## src/tpve_pkg.sv

```systemverilog
// Shared types and constants for the tri-axis period/volume estimator.
// No dependencies.
`default_nettype none
package tpve_pkg;
    localparam int SENSORS = 4;
    localparam int SAMPLES = 1024;
    localparam int SID_W = 2;
    localparam int IDX_W = $clog2(SAMPLES);
    localparam int CNT_W = IDX_W + 1;
    localparam int ADDR_W = $clog2(SENSORS * SAMPLES);
    localparam int AXES = 3;
    localparam int VOL_W = 26;
    localparam int AVG_W = 10;
    localparam int TOL_W = 10;
    localparam int VPC_W = 16;
    localparam int PER_W = IDX_W + 1;

    localparam logic FUNC_LOAD = 1'b0;
    localparam logic FUNC_COMPUTE = 1'b1;

    typedef enum logic [2:0] {
        ST_IDLE, ST_SCAN, ST_DRAIN, ST_SUM, ST_DIV, ST_OUT
    } state_t;

    // Merge stage phases: wait for start, average, divide.
    typedef enum logic [1:0] {
        MG_IDLE, MG_AVG, MG_DIV
    } merge_state_t;

    // Per-lane scan control from the sequencer.
    typedef struct packed {
        logic             start;
        logic             valid;
        logic [IDX_W-1:0] idx;
    } lane_ctl_t;

    // Per-lane outcome.
    typedef struct packed {
        logic             found;
        logic [PER_W-1:0] period;
    } lane_res_t;
endpackage
`default_nettype wire

```

## src/tpve_merge.sv

```systemverilog
// Merge stage: average of lane periods and the iterative volume division.
// Depends on tpve_pkg.
`default_nettype none
module tpve_merge (
    input  wire logic                       aclk,
    input  wire logic                       aresetn,
    input  wire logic                       start,
    input  wire tpve_pkg::lane_res_t        lane [tpve_pkg::AXES],
    input  wire logic [tpve_pkg::CNT_W-1:0] count,
    input  wire logic [tpve_pkg::VPC_W-1:0] vpc,
    output logic                            done,
    output logic [tpve_pkg::VOL_W-1:0]      volume,
    output logic [tpve_pkg::AVG_W-1:0]      avg,
    output logic                            bad
);
    import tpve_pkg::*;
    localparam int NUM_W = CNT_W + VPC_W;
    localparam int SUM_W = PER_W + 2;

    merge_state_t     phase_reg, phase_next;
    logic [SUM_W-1:0] sum_reg;
    logic [PER_W-1:0] avg_reg;
    logic [NUM_W-1:0] num_reg, quo_reg;
    logic [PER_W:0]   rem_reg;
    logic [$clog2(NUM_W+1)-1:0] bit_reg;
    logic             bad_reg;
    logic [PER_W:0]   trial;
    logic [SUM_W-1:0] q3;
    logic             div_end;

    assign trial = {rem_reg[PER_W-1:0], num_reg[NUM_W-1]};
    // Divide by three via reciprocal: exact for sums below 2^13.
    assign q3 = SUM_W'((32'(sum_reg) * 32'd43691) >> 17);
    assign div_end = bad_reg || bit_reg == ($bits(bit_reg))'(NUM_W);

    // Phase register.
    always_ff @(posedge aclk) begin
        if (!aresetn) begin
            phase_reg <= MG_IDLE;
            done <= 1'b0;
        end else begin
            phase_reg <= phase_next;
            done <= (phase_reg == MG_DIV) && div_end;
        end
    end

    // Next phase.
    always_comb begin
        phase_next = phase_reg;
        unique case (phase_reg)
            MG_IDLE: if (start) phase_next = MG_AVG;
            MG_AVG:  phase_next = MG_DIV;
            MG_DIV:  if (div_end) phase_next = MG_IDLE;
            default: phase_next = MG_IDLE;
        endcase
    end

    // Sum, average, then restoring division one quotient bit a cycle.
    always_ff @(posedge aclk) begin
        unique case (phase_reg)
            MG_IDLE: if (start) begin
                sum_reg <= SUM_W'(lane[0].period) + SUM_W'(lane[1].period)
                         + SUM_W'(lane[2].period);
                bad_reg <= !(lane[0].found && lane[1].found && lane[2].found);
                num_reg <= NUM_W'(count) * NUM_W'(vpc);
            end
            MG_AVG: begin
                avg_reg <= PER_W'(q3);
                if (q3 == '0) bad_reg <= 1'b1;
                rem_reg <= '0;
                quo_reg <= '0;
                bit_reg <= '0;
            end
            MG_DIV: if (!div_end) begin
                if (trial >= {1'b0, avg_reg}) begin
                    rem_reg <= trial - {1'b0, avg_reg};
                    quo_reg <= {quo_reg[NUM_W-2:0], 1'b1};
                end else begin
                    rem_reg <= trial;
                    quo_reg <= {quo_reg[NUM_W-2:0], 1'b0};
                end
                num_reg <= {num_reg[NUM_W-2:0], 1'b0};
                bit_reg <= bit_reg + 1'b1;
            end
            default: ;
        endcase
    end

    assign bad    = bad_reg;
    assign volume = bad_reg ? '0 : VOL_W'(quo_reg);
    assign avg    = bad_reg ? '0 : AVG_W'(avg_reg);
endmodule
`default_nettype wire

```

## config.mk

```make
export PLATFORM = sky130hd
export DESIGN_NAME = tpve_merge
export DESIGN_NICKNAME = d
export VERILOG_FILES = /design/src/tpve_pkg.sv /design/src/tpve_merge.sv
export SDC_FILE = /design/constraint.sdc
export NUM_CORES = 1
export LEC_CHECK = 0
export BUFFER_PORTS_ARGS = -buffer_cell sky130_fd_sc_hd__buf_2
export CAP_MARGIN = 20
export CORE_MARGIN = 2
export CORE_UTILIZATION = 30
export DETAILED_ROUTE_END_ITERATION = 6
export HOLD_SLACK_MARGIN = 0.05
export PLACE_DENSITY = 0.53
export SYNTH_ARGS = -nofsm -noshare
export SYNTH_HDL_FRONTEND = slang
export SYNTH_SLANG_ARGS = --single-unit
export TNS_END_PERCENT = 5
```

## constraint.sdc

```tcl
create_clock -name aclk -period 6.7 [get_ports aclk]
set_input_delay 0.67 -clock aclk [delete_from_list [all_inputs] [get_ports aclk]]
set_output_delay 0.67 -clock aclk [all_outputs]
set_load 0.005 [all_outputs]
```

==> reports/qor.csv <==
metric;value;unit
run status;finished, final reports clean;
Layout Skew;0.01071;ns
full die area;0.04592;mm²
Detailed Place HPWL;22280;µm
Final Setup Violations;0;
worst-path maximum fanout;16;
Num CTS Buffers;9;
Fmax achieved;174.8;MHz
pin count of the biggest net entering global routing;54;
Syn Inst Count;1356;
port bufs;103;
Critical Path Start Type;primary input;
initial antenna violation count;0;
Reg-to-Reg End;bad;
WHS Path Cells;2;
clock root buffer;clkbuf_16;
most frequent cells in the layout;inv_1, fa_1, ha_1;
I/O Pins;104;
die width;214.3;µm
Hold Path Sink;num_reg[3];
Post-Place Cells;2012;
FP Rows;77;
Initial DRC Count;420;
post-synthesis async set-or-reset flop share;0;
htree depth;3;
Layout Cells excl Fill;2030;
Mapped Area;0.01327;mm²
share of layout cells above drive strength 1;0.1029;
Final Wtd Congestion;0.7983;
Die Y;214.3;µm
clock sink count;97;
leading cell type in the layout, fill and taps excluded;inv_1;
total global routing track utilization;0.1201;
first-pass GRT wire length;45540;µm
worst skew pair latency;0.36;ns
Synth cell types;59;
drt first pass iters;6;
main flop type after synthesis;edfxtp_1;
Max Slew Vio Count;0;
Post-CTS Setup Inserts;0;
vias;9185;
Synth Net Count;1772;
max reg flops;27;
Gates resized, CTS repair;0;
Initial Util;0.3020;
wire per inst;13.27;µm
Worst EP required;6.90;ns
relative slew slack;0.5606;
Post-synth EDFFs;94;
ANT cells;0;
max cap viols;0;
Final Cycle Share;0.8539;
routed vias/inst;4.525;
total grt overflow;0;
critical path data arrival time;5.92;ns
Reg2Reg Launch Point;sum_reg[7];
CTS tree;done;
HP Class;reg -> reg;
reg-to-reg slack, setup;1.00;ns
Seq cells post-synth;97;
Final ANT Viol Nets;0;
Hold Violations, Final;0;
RSZ-0062 raised after global routing;no;
number of global-route vias before repair;9441;
setup TNS;0;ns
post-route minimum period;5.721;ns
clock buffer depth;2;
sequential fraction of the synthesis area;0.2173;
worst setup path category;in -> reg;
routed wire length;26930;µm
core footprint;0.04393;mm²
DRC violations left;0;
Worst Tran Pin Value;0.6591;ns
clk slew on worst S/H paths;0.08;ns
Worst Reg-to-Reg Cells;18;
Final Net Count;1849;
CP Capture Type;flip-flop;
min-delay src;num_reg[2];
Mapped Avg Cell Area;9.784;µm²
CTS Hold Bufs;0;
Area Overhead vs Synth;10.94;%
Syn. warnings;0;
[cells by family after synthesis]
kind of cell	count (synthesis)	share of synthesized area
XOR/XNOR	38	0.02508
flip-flops	97	0.2173
AND/OR/NAND/NOR	408	0.1537
AO/OA/AOI/OAI	147	0.07233
multiplexers	11	0.008582
buffers and inverters	305	0.08657
adder cells (fa/ha/maj)	350	0.4364
[how the worst max path moves through the flow]
stage                           from           to  slack, ns  depth (start not counted)
after floorplan               vpc[5]  num_reg[24]       1.03                         19
after global placement      count[7]  num_reg[24]       0.67                         20
after detailed placement    count[7]  num_reg[24]       0.63                         20
after CTS                 sum_reg[9]          bad       0.94                         18
after global routing      sum_reg[9]          bad       0.67                         18
final                       count[7]  num_reg[24]       0.98                         20
[cells in the mapped netlist (9+ instances only)]
cell type  count  area (µm²)
a21o_1        13       97.59
a21oi_1       48       240.2
and2_1        99       619.3
clkbuf_1      41       153.9
edfxtp_1      94        2823
fa_1         188        3764
ha_1         162        2027
inv_1        262       983.4
nand2_1      146       548.0
nand2b_1       9       56.30
nand3_1       10       50.05
nor2_1        64       240.2
nor2b_1       36       225.2
o21ai_0       29       145.1
xnor2_1       21       183.9
xor2_1        17       148.9
[metal layers]
| layer | global-route usage | routed length (µm) | up-vias |
|---|---|---|---|
| met5 | 0 | 0 | - |
| met2 | 0.2081 | 13440 | 118 |
| met3 | 0.01816 | 653 | 30 |
| li1 | - | - | 4465 |
| met4 | 0.02593 | 419 | 0 |
| met1 | 0.1586 | 12420 | 4572 |
[cell type report]
cell class	instances	area (µm²)
Sequential cell	97	2883
Clock buffer	9	225.2
Tap cell	592	740.7
Inverter	262	983.4
Clock inverter	7	61.31
Timing Repair Buffer	109	576.8
Multi-Input combinational cell	954	9249
Fill cell	4588	29210
[worst max-delay path: stages]
cell	delay [ns]
buf_2	0.27
nand2_1	0.13
fa_1	0.55
inv_1	0.05
fa_1	0.47
fa_1	0.56
inv_1	0.06
fa_1	0.53
inv_1	0.06
fa_1	0.48
ha_1	0.37
a21o_1	0.20
a21oi_1	0.14
o21ai_0	0.15
nand2_1	0.12
a21oi_1	0.09
or2_2	0.34
a31oi_1	0.22
mux2_2	0.35
o211ai_1	0.09
[metrics by stage]
step | cell area (µm²) | setup slack, ns | hold slack [ns] | util
2_1_floorplan | 13270 | 1.026 | 0.4836 | -
3_3_place_gp | 14400 | 0.6744 | 0.4883 | 0.3278
3_5_place_dp | 14400 | 0.6320 | 0.5015 | 0.3278
4_1_cts | 14690 | 0.9441 | 0.5227 | 0.3343
5_1_grt | 14720 | 0.6686 | 0.5392 | 0.3350
6_report | 14720 | 0.9789 | 0.5150 | 0.3350
Power is left out: the tool's default activity adds up to more than one toggle a clock period on the data nets, which glitch-free logic cannot reach.
